$ cat config.mk
export PLATFORM = sky130hd
export DESIGN_NAME = fifo_dma_channel_chain_and_ring
export DESIGN_NICKNAME = d
export VERILOG_FILES = /design/src/hw/rtl/dmacr_pkg.sv /design/src/hw/rtl/dmacr_step.sv /design/src/hw/rtl/fifo_dma_channel_chain_and_ring.sv
export SDC_FILE = /design/constraint.sdc
export NUM_CORES = 1
export LEC_CHECK = 0
export ABC_CLOCK_PERIOD_IN_PS = 13500
export BUFFER_PORTS_ARGS = -buffer_cell sky130_fd_sc_hd__buf_2
export CAP_MARGIN = 15
export CORE_UTILIZATION = 25
export DETAILED_ROUTE_END_ITERATION = 6
export PLACE_DENSITY = 0.48
export SYNTH_ARGS = -nofsm -noshare
export SYNTH_HDL_FRONTEND = slang
export SYNTH_SLANG_ARGS = --single-unit
$ cat constraint.sdc
create_clock -name clk -period 13.5 [get_ports clk]
set_input_delay 0 -clock clk [delete_from_list [all_inputs] [get_ports clk]]
set_output_delay 0 -clock clk [all_outputs]
set_load 0.005 [all_outputs]
$ cat src/hw/rtl/dmacr_pkg.sv
`timescale 1ns / 1ps

package dmacr_pkg;

  // Configuration register indexes
  localparam logic [2:0] REG_ENABLE     = 3'd0;
  localparam logic [2:0] REG_CAPTURE    = 3'd1;
  localparam logic [2:0] REG_RD_LAT     = 3'd2;
  localparam logic [2:0] REG_WR_LAT     = 3'd3;
  localparam logic [2:0] REG_XFER_SIZE  = 3'd4;
  localparam logic [2:0] REG_RING_BASE  = 3'd5;
  localparam logic [2:0] REG_RING_LOG2  = 3'd6;

  // Element size codes
  localparam logic [1:0] SZ_BYTE = 2'd0;
  localparam logic [1:0] SZ_HALF = 2'd1;
  localparam logic [1:0] SZ_WORD = 2'd2;

  localparam int IN_TDATA_W  = 72;
  localparam int OUT_TDATA_W = 168;

  // Channel configuration
  typedef struct packed {
    logic        channel_enabled;
    logic        capture_mode;
    logic [7:0]  read_latency;
    logic [7:0]  write_latency;
    logic [1:0]  transfer_size;
    logic [31:0] ring_start;
    logic [4:0]  ring_order;
  } cfg_t;

  // Channel state carried from tick to tick
  typedef struct packed {
    logic [7:0]  read_countdown;
    logic [7:0]  write_countdown;
    logic [31:0] pending_address;
    logic [31:0] pending_value;
    logic [7:0]  capture_countdown;
    logic [31:0] capture_value;
    logic [31:0] ring_pointer;
  } state_t;

  // One tick of input, last field in the lowest bits
  typedef struct packed {
    logic [31:0] mem_data_in;
    logic        dst_full;
    logic [31:0] src_word;
    logic        src_has_data;
  } tick_in_t;

  // One tick of result, last field in the lowest bits
  typedef struct packed {
    logic [31:0] ring_write_pointer;
    logic [31:0] mem_read_address;
    logic [1:0]  mem_write_size;
    logic [31:0] mem_write_value;
    logic [31:0] mem_write_address;
    logic        mem_write_enable;
    logic [31:0] push_word;
    logic        dst_push;
    logic        src_pop;
  } tick_out_t;

endpackage

$ cat src/hw/rtl/dmacr_step.sv
`timescale 1ns / 1ps

// Next-state and result logic for one channel tick
module dmacr_step import dmacr_pkg::*; (
  input  cfg_t      cfg,
  input  state_t    st,
  input  tick_in_t  tick,
  output state_t    st_nxt,
  output tick_out_t res
);

  logic [7:0]  wc_dec;
  logic [7:0]  rc_dec;
  logic [7:0]  cc_dec;
  logic        write_now;
  logic        read_now;
  logic        hold;
  logic [31:0] rep_data;
  logic [31:0] cap_val;
  logic [31:0] mask;
  logic [31:0] entry;
  logic [1:0]  size_code;
  logic [31:0] ring_ofs;

  // Element size decode
  always_comb begin
    case (cfg.transfer_size)
      SZ_BYTE: begin
        entry    = 32'd1;
        rep_data = {4{tick.mem_data_in[7:0]}};
        cap_val  = {24'd0, st.capture_value[7:0]};
      end
      SZ_HALF: begin
        entry    = 32'd2;
        rep_data = {2{tick.mem_data_in[15:0]}};
        cap_val  = {16'd0, st.capture_value[15:0]};
      end
      default: begin
        entry    = 32'd4;
        rep_data = tick.mem_data_in;
        cap_val  = st.capture_value;
      end
    endcase
    size_code = (cfg.transfer_size > SZ_WORD) ? SZ_WORD : cfg.transfer_size;
  end

  assign mask     = ~(32'hFFFF_FFFF << cfg.ring_order);
  assign ring_ofs = (st.ring_pointer - cfg.ring_start) + entry;

  assign wc_dec = (st.write_countdown != 8'd0) ? st.write_countdown - 8'd1 : 8'd0;
  assign rc_dec = (st.read_countdown  != 8'd0) ? st.read_countdown  - 8'd1 : 8'd0;
  assign cc_dec = (st.capture_countdown != 8'd0) ? st.capture_countdown - 8'd1 : 8'd0;
  assign write_now = (st.write_countdown == 8'd1);
  assign read_now  = (st.read_countdown == 8'd1);

  always_comb begin
    st_nxt = st;
    res    = '0;
    hold   = 1'b0;
    if (cfg.channel_enabled) begin
      if (cfg.capture_mode) begin
        // Capture: commit on countdown expiry, then try a new pop
        st_nxt.capture_countdown = cc_dec;
        if (st.capture_countdown == 8'd1) begin
          res.mem_write_enable  = 1'b1;
          res.mem_write_address = st.ring_pointer;
          res.mem_write_value   = cap_val;
          res.mem_write_size    = size_code;
          st_nxt.ring_pointer   = cfg.ring_start + (ring_ofs & mask);
        end
        if (cc_dec == 8'd0 && tick.src_has_data) begin
          res.src_pop              = 1'b1;
          st_nxt.capture_value     = tick.src_word;
          st_nxt.capture_countdown = cfg.read_latency;
        end
      end else begin
        // Chain: push stage
        st_nxt.write_countdown = wc_dec;
        if (write_now) begin
          if (tick.dst_full) begin
            st_nxt.write_countdown = 8'd1;
          end else begin
            res.dst_push         = 1'b1;
            res.push_word        = st.pending_value;
            st_nxt.pending_value = 32'd0;
          end
        end
        // Chain: read stage, waits while a push is outstanding
        st_nxt.read_countdown = rc_dec;
        if (read_now) begin
          if (st_nxt.write_countdown != 8'd0) begin
            st_nxt.read_countdown = 8'd1;
            hold = 1'b1;
          end else begin
            st_nxt.pending_value   = rep_data;
            st_nxt.write_countdown = cfg.write_latency;
          end
        end
        // Chain: pop a new address
        if (!hold && st_nxt.read_countdown == 8'd0 && tick.src_has_data) begin
          res.src_pop            = 1'b1;
          st_nxt.pending_address = tick.src_word;
          st_nxt.read_countdown  = cfg.read_latency;
        end
      end
    end
    res.mem_read_address   = st_nxt.pending_address;
    res.ring_write_pointer = st_nxt.ring_pointer;
  end

endmodule

$ cat src/hw/rtl/fifo_dma_channel_chain_and_ring.sv
`timescale 1ns / 1ps

// One DMA channel with address-chain read mode and ring-buffer capture.
// Each item on the in_ channel is one channel tick (source FIFO status and
// head word, destination full flag, memory read data); each tick gives
// exactly one item on the out_ channel (pop/push controls, capture write
// port and the current read address and ring pointer).
// An accepted item is held in the input register, evaluated combinationally
// and loaded into the result register, from which it is presented on out_.
// Throughput: one item per cycle while the receiver does not stall; the tick
// evaluation is the only step between the input and result registers.
// When the receiver stalls, the result register holds and the input register
// fills; in_tready drops only when both are occupied.
// Reset clears the channel state and loads the configuration reset values
// (disabled, chain mode, latencies 1, word size, ring base 0).
// The user writes configuration via cfg_we/cfg_index/cfg_wdata only while
// no item is in flight; the block does not enforce this. Writing the enable
// register restarts the channel; a ring base write reloads the ring pointer.
module fifo_dma_channel_chain_and_ring import dmacr_pkg::*; (
  input  logic                   clk,
  input  logic                   rst_n,
  // in_tdata: src_has_data, src_word[32], dst_full, mem_data_in[32], zero pad
  input  logic                   in_tvalid,
  output logic                   in_tready,
  input  logic [IN_TDATA_W-1:0]  in_tdata,
  // out_tdata: src_pop, dst_push, push_word[32], mem_write_enable,
  // mem_write_address[32], mem_write_value[32], mem_write_size[2],
  // mem_read_address[32], ring_write_pointer[32], zero pad
  output logic                   out_tvalid,
  input  logic                   out_tready,
  output logic [OUT_TDATA_W-1:0] out_tdata,
  input  logic                   cfg_we,
  input  logic [2:0]             cfg_index,
  input  logic [31:0]            cfg_wdata
);

  cfg_t      cfg_r;
  state_t    st_r;
  state_t    st_nxt;
  state_t    st_clr;
  tick_in_t  in_r;
  logic      in_valid_r;
  tick_out_t res_nxt;
  tick_out_t out_r;
  logic      out_valid_r;
  logic      advance;

  assign advance   = in_valid_r && (!out_valid_r || out_tready);
  assign in_tready = !in_valid_r || advance;

  // Input register
  always_ff @(posedge clk) begin
    if (!rst_n) begin
      in_valid_r <= 1'b0;
    end else if (in_tready) begin
      in_valid_r <= in_tvalid;
    end
    if (in_tready && in_tvalid) begin
      in_r <= in_tdata[$bits(tick_in_t)-1:0];
    end
  end

  dmacr_step u_step (
    .cfg    (cfg_r),
    .st     (st_r),
    .tick   (in_r),
    .st_nxt (st_nxt),
    .res    (res_nxt)
  );

  // Result register
  always_ff @(posedge clk) begin
    if (!rst_n) begin
      out_valid_r <= 1'b0;
    end else if (advance) begin
      out_valid_r <= 1'b1;
    end else if (out_tready) begin
      out_valid_r <= 1'b0;
    end
    if (advance) begin
      out_r <= res_nxt;
    end
  end

  assign out_tvalid = out_valid_r;
  assign out_tdata  = {{(OUT_TDATA_W - $bits(tick_out_t)){1'b0}}, out_r};

  // Restart image: cleared state with the pointer at the ring start
  always_comb begin
    st_clr              = '0;
    st_clr.ring_pointer = cfg_r.ring_start;
  end

  // Configuration registers and channel state
  always_ff @(posedge clk) begin
    if (!rst_n) begin
      cfg_r.channel_enabled <= 1'b0;
      cfg_r.capture_mode    <= 1'b0;
      cfg_r.read_latency    <= 8'd1;
      cfg_r.write_latency   <= 8'd1;
      cfg_r.transfer_size   <= SZ_WORD;
      cfg_r.ring_start      <= 32'd0;
      cfg_r.ring_order      <= 5'd0;
      st_r                  <= '0;
    end else if (cfg_we) begin
      unique case (cfg_index)
        REG_ENABLE: begin
          cfg_r.channel_enabled <= cfg_wdata[0];
          st_r                  <= st_clr;
        end
        REG_CAPTURE:   cfg_r.capture_mode   <= cfg_wdata[0];
        REG_RD_LAT:    cfg_r.read_latency   <= cfg_wdata[7:0];
        REG_WR_LAT:    cfg_r.write_latency  <= cfg_wdata[7:0];
        REG_XFER_SIZE: cfg_r.transfer_size  <= cfg_wdata[1:0];
        REG_RING_BASE: begin
          cfg_r.ring_start  <= cfg_wdata;
          st_r.ring_pointer <= cfg_wdata;
        end
        REG_RING_LOG2: cfg_r.ring_order <= cfg_wdata[4:0];
        default: ;
      endcase
    end else if (advance) begin
      st_r <= st_nxt;
    end
  end

  // A tick never both pushes and commits a capture write
  assert property (@(posedge clk) disable iff (!rst_n)
    out_tvalid |-> !(out_r.dst_push && out_r.mem_write_enable))
    else $error("push and capture commit in the same tick");

  // A disabled channel produces no pop, push or commit
  assert property (@(posedge clk) disable iff (!rst_n)
    advance && !cfg_r.channel_enabled && !cfg_we
      |=> !(out_r.src_pop || out_r.dst_push || out_r.mem_write_enable))
    else $error("disabled channel produced activity");

  // A chain-mode pop arms the read countdown with the read latency
  assert property (@(posedge clk) disable iff (!rst_n)
    advance && !cfg_we && cfg_r.channel_enabled && !cfg_r.capture_mode
      && res_nxt.src_pop
      |=> st_r.read_countdown == $past(cfg_r.read_latency)
        && st_r.pending_address == $past(in_r.src_word))
    else $error("chain pop did not arm read");

  // Reported read address follows the latched pending address
  assert property (@(posedge clk) disable iff (!rst_n)
    advance && !cfg_we |=> out_r.mem_read_address == st_r.pending_address)
    else $error("read address out of step with state");

endmodule

After elaboration in Yosys (flattened, before gate mapping). Cells that the tools add are included.

Eq/ne operators: 13. $add $sub $neg: 6. Multiplexer cells: 42. Bitwise gates (word level): 6. $lt $le $gt $ge: 1. Shifts and indexed selects: 1. Reduce and logical (&&, ||, !) cells: 40.

Operators with widths (count): $mux W152 (3); $mux W32 (6); $pmux W32 S2 (3); $mux W120 (1); $mux W8 (10); $mux W80 (1); $mux W72 (1); $mux W16 (3); $mux W40 (1); $add A32 B3 Y32 (1); $add A32 B32 Y32 (1); $and A32 B32 Y32 (1); $not A32 Y32 (1); $reduce_bool A8 Y1 (4); $shl A32 B5 Y32 const A (1); $sub A32 B32 Y32 (1); $eq A8 B1 Y1 const B (3); $sub A8 B1 Y8 const B (3); $reduce_and A2 Y1 (10); $logic_not A8 Y1 (2); $mux W1 (11); $reduce_bool A2 Y1 (5); $eq A3 B3 Y1 const B (3); $reduce_and A4 Y1 (2); other kinds (19) (31).

Output and inout bits: 170. Bits in registers: 442. Word-level logic and storage cells: 139. Bits of input ports: 112.

Longest topological paths before layout. Gate-level depths: netlist of the first run.

Depth after elaboration: 19. Mapped depth: 27.

Modules after synthesis. Synthesis of the first run repeated with hierarchy kept, for this count alone.

Cell total of the unflattened synthesis: 2300. Area, all modules: 23273.6 um2.

By module, submodules not included: fifo_dma_channel_chain_and_ring (area each 15215.8 um2, seq. area each 11160.7 um2, instances 1, cells each 1118); dmacr_step (area each 8057.7 um2, seq. area each 0.0 um2, instances 1, cells each 1182).

Worst setup path before layout of the first run. OpenSTA, ideal clock, no wires.

Path type: register to register. Start point: register out_valid_r (netlist: out_tvalid). End point: register st_r[96] (netlist name). Data arrival time: 9.907 ns. Path buffers: 3. Cell stages (with the launch flop): 12. Path slack: 3.519 ns. Period minus slack after synthesis: 9.981 ns. Path through: dfxtp_1 -> nor2b_1 -> nor2b_1 -> and3_1 -> clkbuf_1 -> o21ai_0 -> o22ai_4 -> and2_0 -> buf_2 -> buf_2 -> nand2_1 -> o21ai_0.

Word-level cells in the longest chain between the ends: 5.

Ends and longest elaborated chain: from (decl) (line fifo_dma_channel_chain_and_ring.sv:45) `logic out_valid_r;`; from (signal assigned) (line fifo_dma_channel_chain_and_ring.sv:74) `out_valid_r <= 1'b0;`; from (signal assigned) (line fifo_dma_channel_chain_and_ring.sv:76) `out_valid_r <= 1'b1;`; from (signal assigned) (line fifo_dma_channel_chain_and_ring.sv:78) `out_valid_r <= 1'b0;`; $logic_not A1 Y1 (line fifo_dma_channel_chain_and_ring.sv:48) `assign advance = in_valid_r && (!out_valid_r || out_tready);`; $logic_or A1 B1 Y1 (line fifo_dma_channel_chain_and_ring.sv:48); $logic_and A1 B1 Y1 (line fifo_dma_channel_chain_and_ring.sv:48); via advance (line fifo_dma_channel_chain_and_ring.sv:46) `logic advance;`; $reduce_bool A2 Y1 (no source line); $reduce_and A4 Y1 (no source line); to (signal assigned) (line fifo_dma_channel_chain_and_ring.sv:109) `st_r <= st_clr;`; to (signal assigned) (line fifo_dma_channel_chain_and_ring.sv:123) `st_r <= st_nxt;`; to (decl) (line fifo_dma_channel_chain_and_ring.sv:38) `state_t st_r;`.

The timed path passes the listed nets, and every way through them passes these cells. A chain may end at the register's enable or synchronous reset.

==> results of run 1 <==
-- metal layers --
layer	wire length, µm	global-route usage [%]	share of wire [%]
met1	30900	20.4	45
met2	32600	26.4	47
met3	3630	2.47	5.3
met4	1620	4.30	2.4
met5	17	0	0.025
-- logic make-up (layout without fill, tap and decap cells) --
| group | after synthesis | in the layout | share of synthesized area (%) |
|---|---|---|---|
| flops | 442 | 442 | 52.9 |
| compound gates | 557 | 557 | 17.3 |
| xor+xnor | 58 | 58 | 2.41 |
| mux | 59 | 59 | 3.00 |
| simple gates | 630 | 630 | 14.6 |
| other cells | 1 | 4 | 0.0178 |
| fa+ha+maj | 100 | 100 | 6.08 |
| buf+inv | 187 | 568 | 3.67 |
-- Yosys cell counts (all sizes together) (10+ instances only) --
library cell	number
buf	29
nand2b	14
xor2	21
a21o	37
nand3	33
ha	96
xnor2	37
mux2i	26
a31oi	16
o31ai	10
nor4	11
a222oi	14
and3	40
nand2	248
a21oi	171
nor2b	13
dfxtp	211
nor2	107
edfxtp	231
a22o	73
mux2	33
nor3	34
clkbuf	85
a22oi	11
inv	72
a211oi	20
o21ai	126
o211ai	11
and2	87
nand4	11
-- registers in the layout, indices dropped and copies added, names as in the netlist --
signal	flops
out_tvalid	1
st_r	152
out_tdata	165
in_r	66
in_valid_r	1
cfg_r	57
-- what timing repair did --
| action | 4_1_cts | 5_1_grt |
|---|---|---|
| hold buffers | 108 | 0 |
| hold endpoints to repair | 156 | 0 |
| gates resized for setup | 0 | 0 |
-- layout by cell type (no fill, tap or decap), drive strengths merged, types with 16 or more instances in the layout --
cell type and n:
and2 87, mux2i 26, buf 292, a211oi 20, inv 78, a31oi 16
nor2 107, mux2 33, nor3 34, edfxtp 231, nand2 248, xor2 21
and3 40, ha 96, clkbuf 61, dlygate4sd3 108, clkinv 19, xnor2 37
a21oi 171, dfxtp 211, nand3 33, a22o 73, o21ai 126, a21o 37
-- where the power goes --
group	internal, mW	switching, mW	total, mW
clock	0.755	0.600	1.35
sequential	1.45	0.0289	1.48
combinational	0.137	0.193	0.330
-- critical path, delay by kind of cell, from the launching register on --
| family | cells | cell delay [ps] |
|---|---|---|
| compound gates | 12 | 3150 |
| xor+xnor | 2 | 320 |
| fa+ha+maj | 4 | 1470 |
| buf+inv | 2 | 640 |
| flops | 1 | 620 |
| simple gates | 5 | 1350 |
-- path summary, 6_finish.rpt --
kind | startpoint | end | slack [ps] | depth (start not counted)
worst min-delay path | rst_n | cfg_r[39]$_SDFFE_PN1P_ | 30 | 2
worst max register to register | cfg_r[38]$_SDFFE_PN1P_ | out_tdata[164]$_DFFE_PP_ | 5660 | 25
worst max-delay path | cfg_r[38]$_SDFFE_PN1P_ | out_tdata[164]$_DFFE_PP_ | 5660 | 25
worst min register to register | st_r[91]$_SDFFE_PN0P_ | st_r[91]$_SDFFE_PN0P_ | 440 | 2
-- area by class of cell --
cell class / count / area, µm²
Timing Repair Buffer: 400 / 2600
Clock buffer: 61 / 1340
Tap cell: 1080 / 1350
Multi-Input combinational cell: 1407 / 9210
Antenna cell: 1 / 2.50
Inverter: 73 / 274
Clock inverter: 34 / 267
Fill cell: 8563 / 57300
Sequential cell: 442 / 11200
==> impl_metrics.json, run 1 <==
{
  "pwr_density_cell_nw_per_um2": 121,
  "yosys-top-cells-area": "edfxtp_1 33%, dfxtp_1 20%, ha_1 5.7%",
  "slew_headroom_pct": 29.7,
  "worstPathArrival_ps": 8170,
  "start_util_pct": 25.2,
  "syn_to_final_growth_pct": 24.3,
  "timing.critical_path.mode_cell": "ha_1",
  "layout.cells.non_filler": 3498,
  "fin_worst_skew_ps": 24.2,
  "synth_top_area_share_pct": 32.9,
  "tightest_slew_ps": 1050,
  "max_freq_mhz": 128,
  "cp_slowest_cell": "nor2_1",
  "hold_path_class": "in -> reg",
  "grt_pass1_vias": 16810,
  "antenna_left": 0,
  "clockRootBuffer": "clkbuf_16",
  "fin_util_pct": 31.4,
  "dpl_worst_slack_ps": 5640,
  "ys_seq_area_share_pct": 52.9,
  "die_w_um": 292,
  "drtIter0Drc": 1152,
  "grt_usage_pct": 15.6,
  "route.detailed.drc": 0,
  "leakagePower_nw": 10.5,
  "avgSynthCellArea_um2": 10.4,
  "cp_max_fo": 42,
  "whs_ps": 30.1,
  "status": "complete, no violations",
  "rsz0062_at_grt": "no",
  "num_rows": 106,
  "start_kind": "flop",
  "max_cap_violations": 0,
  "synth.distinct_cells": 79,
  "clk_latency_ps": 600,
  "synth_warnings": 0,
  "clock_sinks": 442,
  "syn_area_um2": 21100,
  "critPathMaxStageDelay_ps": 700,
  "grt_max_degree": 168,
  "vias_per_cell": 4.86,
  "clk_path_buf_depth": 3,
  "drive_gt1_share_pct": 18.1,
  "synthArstFlopShare_pct": 0,
  "routabilityCongestion": 0.898,
  "ctsHtreeMaxLevel": 2,
  "timing.final.ws_setup_ps": 5660,
  "dpl_cell_area_um2": 23500,
  "hpwl_um": 47100,
  "yosys.area.top_type": "edfxtp_1",
  "crit_type": "reg -> reg",
  "period_share_pct": 58.1,
  "die-area_um2": 85500,
  "finalMaxSlewViolations": 0,
  "endpoint_kind": "flop",
  "io_pins": 282,
  "post_cts_buffers": 0,
  "fp.dieH_um": 292,
  "hold_viol_final": 0,
  "period_needed_ps": 7840,
  "setup_violations": 0,
  "routed_wl_um": 68800,
  "layout.nets": 2587,
  "core-area_um2": 83600,
  "timing.setup.tns_ps": 0,
  "grt_pass1_wl_um": 103000,
  "grt_overflow": 0,
  "dpl.cell_count": 3293,
  "antenna_found_initial": 3,
  "wire_per_inst_um": 19.7,
  "synth_edf_count": 231,
  "synthFlopType": "edfxtp_1",
  "drt_pass1_iterations": 7,
  "cts_tree": "done",
  "syn_inst": 2034,
  "cts_buffers": 51,
  "clkTransAtPathRegs_ps": 70,
  "final_cell_area_um2": 26200,
  "vias": 17017,
  "total_power_mw": 3.17,
  "worst_ep_required_time_ps": 13830,
  "ys_ff_latch": 442,
  "io_buffers": 272,
  "vdd_drop_max_uv": 85.2
}
Note: power is estimated with default switching activity, not from simulation.
==> inputs of run 2 (changes only) <==
--- a/config.mk
+++ b/config.mk
@@ -5,12 +5,12 @@
 export SDC_FILE = /design/constraint.sdc
 export NUM_CORES = 1
 export LEC_CHECK = 0
-export ABC_CLOCK_PERIOD_IN_PS = 13500
+export ABC_CLOCK_PERIOD_IN_PS = 7120
 export BUFFER_PORTS_ARGS = -buffer_cell sky130_fd_sc_hd__buf_2
 export CAP_MARGIN = 15
 export CORE_UTILIZATION = 25
 export DETAILED_ROUTE_END_ITERATION = 6
-export PLACE_DENSITY = 0.48
+export PLACE_DENSITY = 0.49
 export SYNTH_ARGS = -nofsm -noshare
 export SYNTH_HDL_FRONTEND = slang
 export SYNTH_SLANG_ARGS = --single-unit
==> constraint.sdc (replaced) <==
create_clock -name clk -period 7.12 [get_ports clk]
set_input_delay 0 -clock clk [delete_from_list [all_inputs] [get_ports clk]]
set_output_delay 0 -clock clk [all_outputs]
set_load 0.005 [all_outputs]
==> impl_metrics.json, run 2 (synthesized netlist as in run 1, its figures left out) <==
{
  "status": "complete, no violations",
  "rr_worst_depth": 25,
  "antenna_found_initial": 2,
  "cp_max_fo": 5,
  "grt_max_degree": 166,
  "r2r-end": "out_tdata[164]$_DFFE_PP_",
  "clock_sinks": 442,
  "setup_violations": 0,
  "routed_wl_um": 69300,
  "fin_worst_skew_ps": 30.0,
  "grt_pass1_wl_um": 104000,
  "hold_viol_final": 0,
  "tightest_slew_ps": 1090,
  "io_pins": 282,
  "regArea_um2": 11200,
  "r2r-start": "cfg_r[38]$_SDFFE_PN1P_",
  "period_needed_ps": 6080,
  "crit_type": "reg -> reg",
  "clk_latency_ps": 600,
  "worstHoldStart": "cfg_we",
  "ctsHtreeMaxLevel": 2,
  "leakagePower_nw": 10.6,
  "route.detailed.drc": 0,
  "n_fill_cell": 8554,
  "clk_path_buf_depth": 3,
  "drt_pass1_iterations": 6,
  "start_util_pct": 25.2,
  "finalMaxSlewViolations": 0,
  "vias": 17127,
  "cts_resized": 0,
  "start_kind": "flop",
  "syn_to_final_growth_pct": 25.6,
  "max_cap_violations": 0,
  "vias_per_cell": 4.87,
  "hpwl_um": 47500,
  "drtIter0Drc": 1241,
  "endpoint_kind": "flop",
  "fp.dieH_um": 292,
  "hold_path_class": "in -> reg",
  "pwr_density_cell_nw_per_um2": 232,
  "cts_tree": "done",
  "wire_per_inst_um": 19.7,
  "final_common_cell": "buf_2",
  "grt_pass1_vias": 17162,
  "clkTransAtPathRegs_ps": 60,
  "timing.setup.tns_ps": 0,
  "routabilityCongestion": 0.873,
  "die_w_um": 292,
  "fin_util_pct": 31.7,
  "largest_register_ffs": 165,
  "ff2ff_setup_slack_ps": 1040,
  "min_to": "st_r[30]$_SDFFE_PN0P_",
  "startpoint": "cfg_r[38]$_SDFFE_PN1P_",
  "period_share_pct": 85.4,
  "antenna_left": 0,
  "io_buffers": 272,
  "worstPathArrival_ps": 6410,
  "max_freq_mhz": 164,
  "multi_input_area_um2": 9200,
  "slew_headroom_pct": 27.2,
  "rsz0062_at_grt": "no",
  "layout.nets": 2602,
  "worst_ep_required_time_ps": 7450,
  "vdd_drop_max_uv": 163,
  "grt_usage_pct": 15.7,
  "num_rows": 106,
  "final_cell_mix": "273 x buf_2, 246 x nand2_1, 231 x edfxtp_1, 210 x dfxtp_1, 170 x a21oi_1",
  "die-area_um2": 85500,
  "clockRootBuffer": "clkbuf_16",
  "min_path_cells": 4,
  "grt_overflow": 0,
  "drive_gt1_share_pct": 18.3,
  "cts_buffers": 51,
  "core-area_um2": 83600
}
[run 2: changes by cell type in the layout (fill, tap and decap cells not counted), moves of 2 or more]
cell,previous run,this run
clkbuf_16,51,53
clkinv_2,12,10
dlygate4sd3_1,108,119
clkinvlp_4,8,2
clkbuf_1,7,5
buf_4,18,21
inv_4,0,2
clkbuf_8,3,7
clkinv_4,0,2
[run 2: what timing repair did]
item | 4_1_cts | 5_1_grt
hold buffers | 119 | 0
setup buffers | 0 | 0
endpoints found under the hold margin | 155 | 0
endpoints found under the setup margin | 0 | 0
[run 2: power by group]
| part | internal [mW] | switching [mW] | total [mW] | leakage (nW) |
|---|---|---|---|---|
| logic | 0.262 | 0.373 | 0.635 | 5.82 |
| clock network | 1.56 | 1.15 | 2.71 | 0.862 |
| registers | 2.76 | 0.0523 | 2.81 | 3.95 |
[run 2: worst max path at each step]
stage                               endpoint  slack [ps]
floorplan              st_r[96]$_SDFFE_PN0P_         500
global placement    out_tdata[164]$_DFFE_PP_        1130
detailed placement  out_tdata[164]$_DFFE_PP_        1060
CTS                 out_tdata[164]$_DFFE_PP_        1060
global route        out_tdata[164]$_DFFE_PP_         460
finish              out_tdata[164]$_DFFE_PP_        1040
[run 2: per-layer routing]
metal,up-vias,track usage (%),wire length [µm]
met5,-,0,17
met3,123,2.41,3800
li1,8148,-,-
met4,2,5.72,2340
met2,546,26.4,32600
met1,8308,20.2,30500
[run 2: area by class of cell]
type,count,area share [%]
timing repair buffer,415,10.4
antenna,1,0.00945
clock inverter,31,1.13
tap,1080,5.10
inverter,73,1.03
multi-input combinational,1407,34.7
clock buffer,65,5.44
sequential,442,42.2
[run 2: per-stage QoR]
| stage | hold WS (ps) | setup WS, ps | instance area [µm²] | power [mW] | std cells |
|---|---|---|---|---|---|
| 2_1_floorplan | 98.9 | 504 | 21100 | 3.23 | 2036 |
| 3_3_place_gp | 178 | 1130 | 23500 | 3.44 | 3296 |
| 3_5_place_dp | 178 | 1060 | 23500 | 3.45 | 3298 |
| 4_1_cts | 33.6 | 1060 | 26500 | 6.25 | 3513 |
| 5_1_grt | 58.5 | 456 | 26500 | 6.39 | 3513 |
| 6_report | 51.8 | 1040 | 26500 | 6.15 | 3514 |
[run 2: critical path, cell delays in order, from the launching register on]
cell and delay [ps]:
dfxtp_2 330, nor2_1 140, inv_1 90, ha_1 280, inv_1 40, ha_1 210
fa_1 470, a21o_1 170, a21oi_1 280, o21a_1 180, nor3_1 130, a211o_1 290
a31oi_1 270, o21bai_1 130, xnor2_1 140, nor3_1 240, ha_1 330, and2_1 220
and3_1 210, a21oi_1 210, a31oi_1 190, a21oi_1 300, nand2_1 150, a221oi_1 550
xor2_1 180, o21ai_0 100
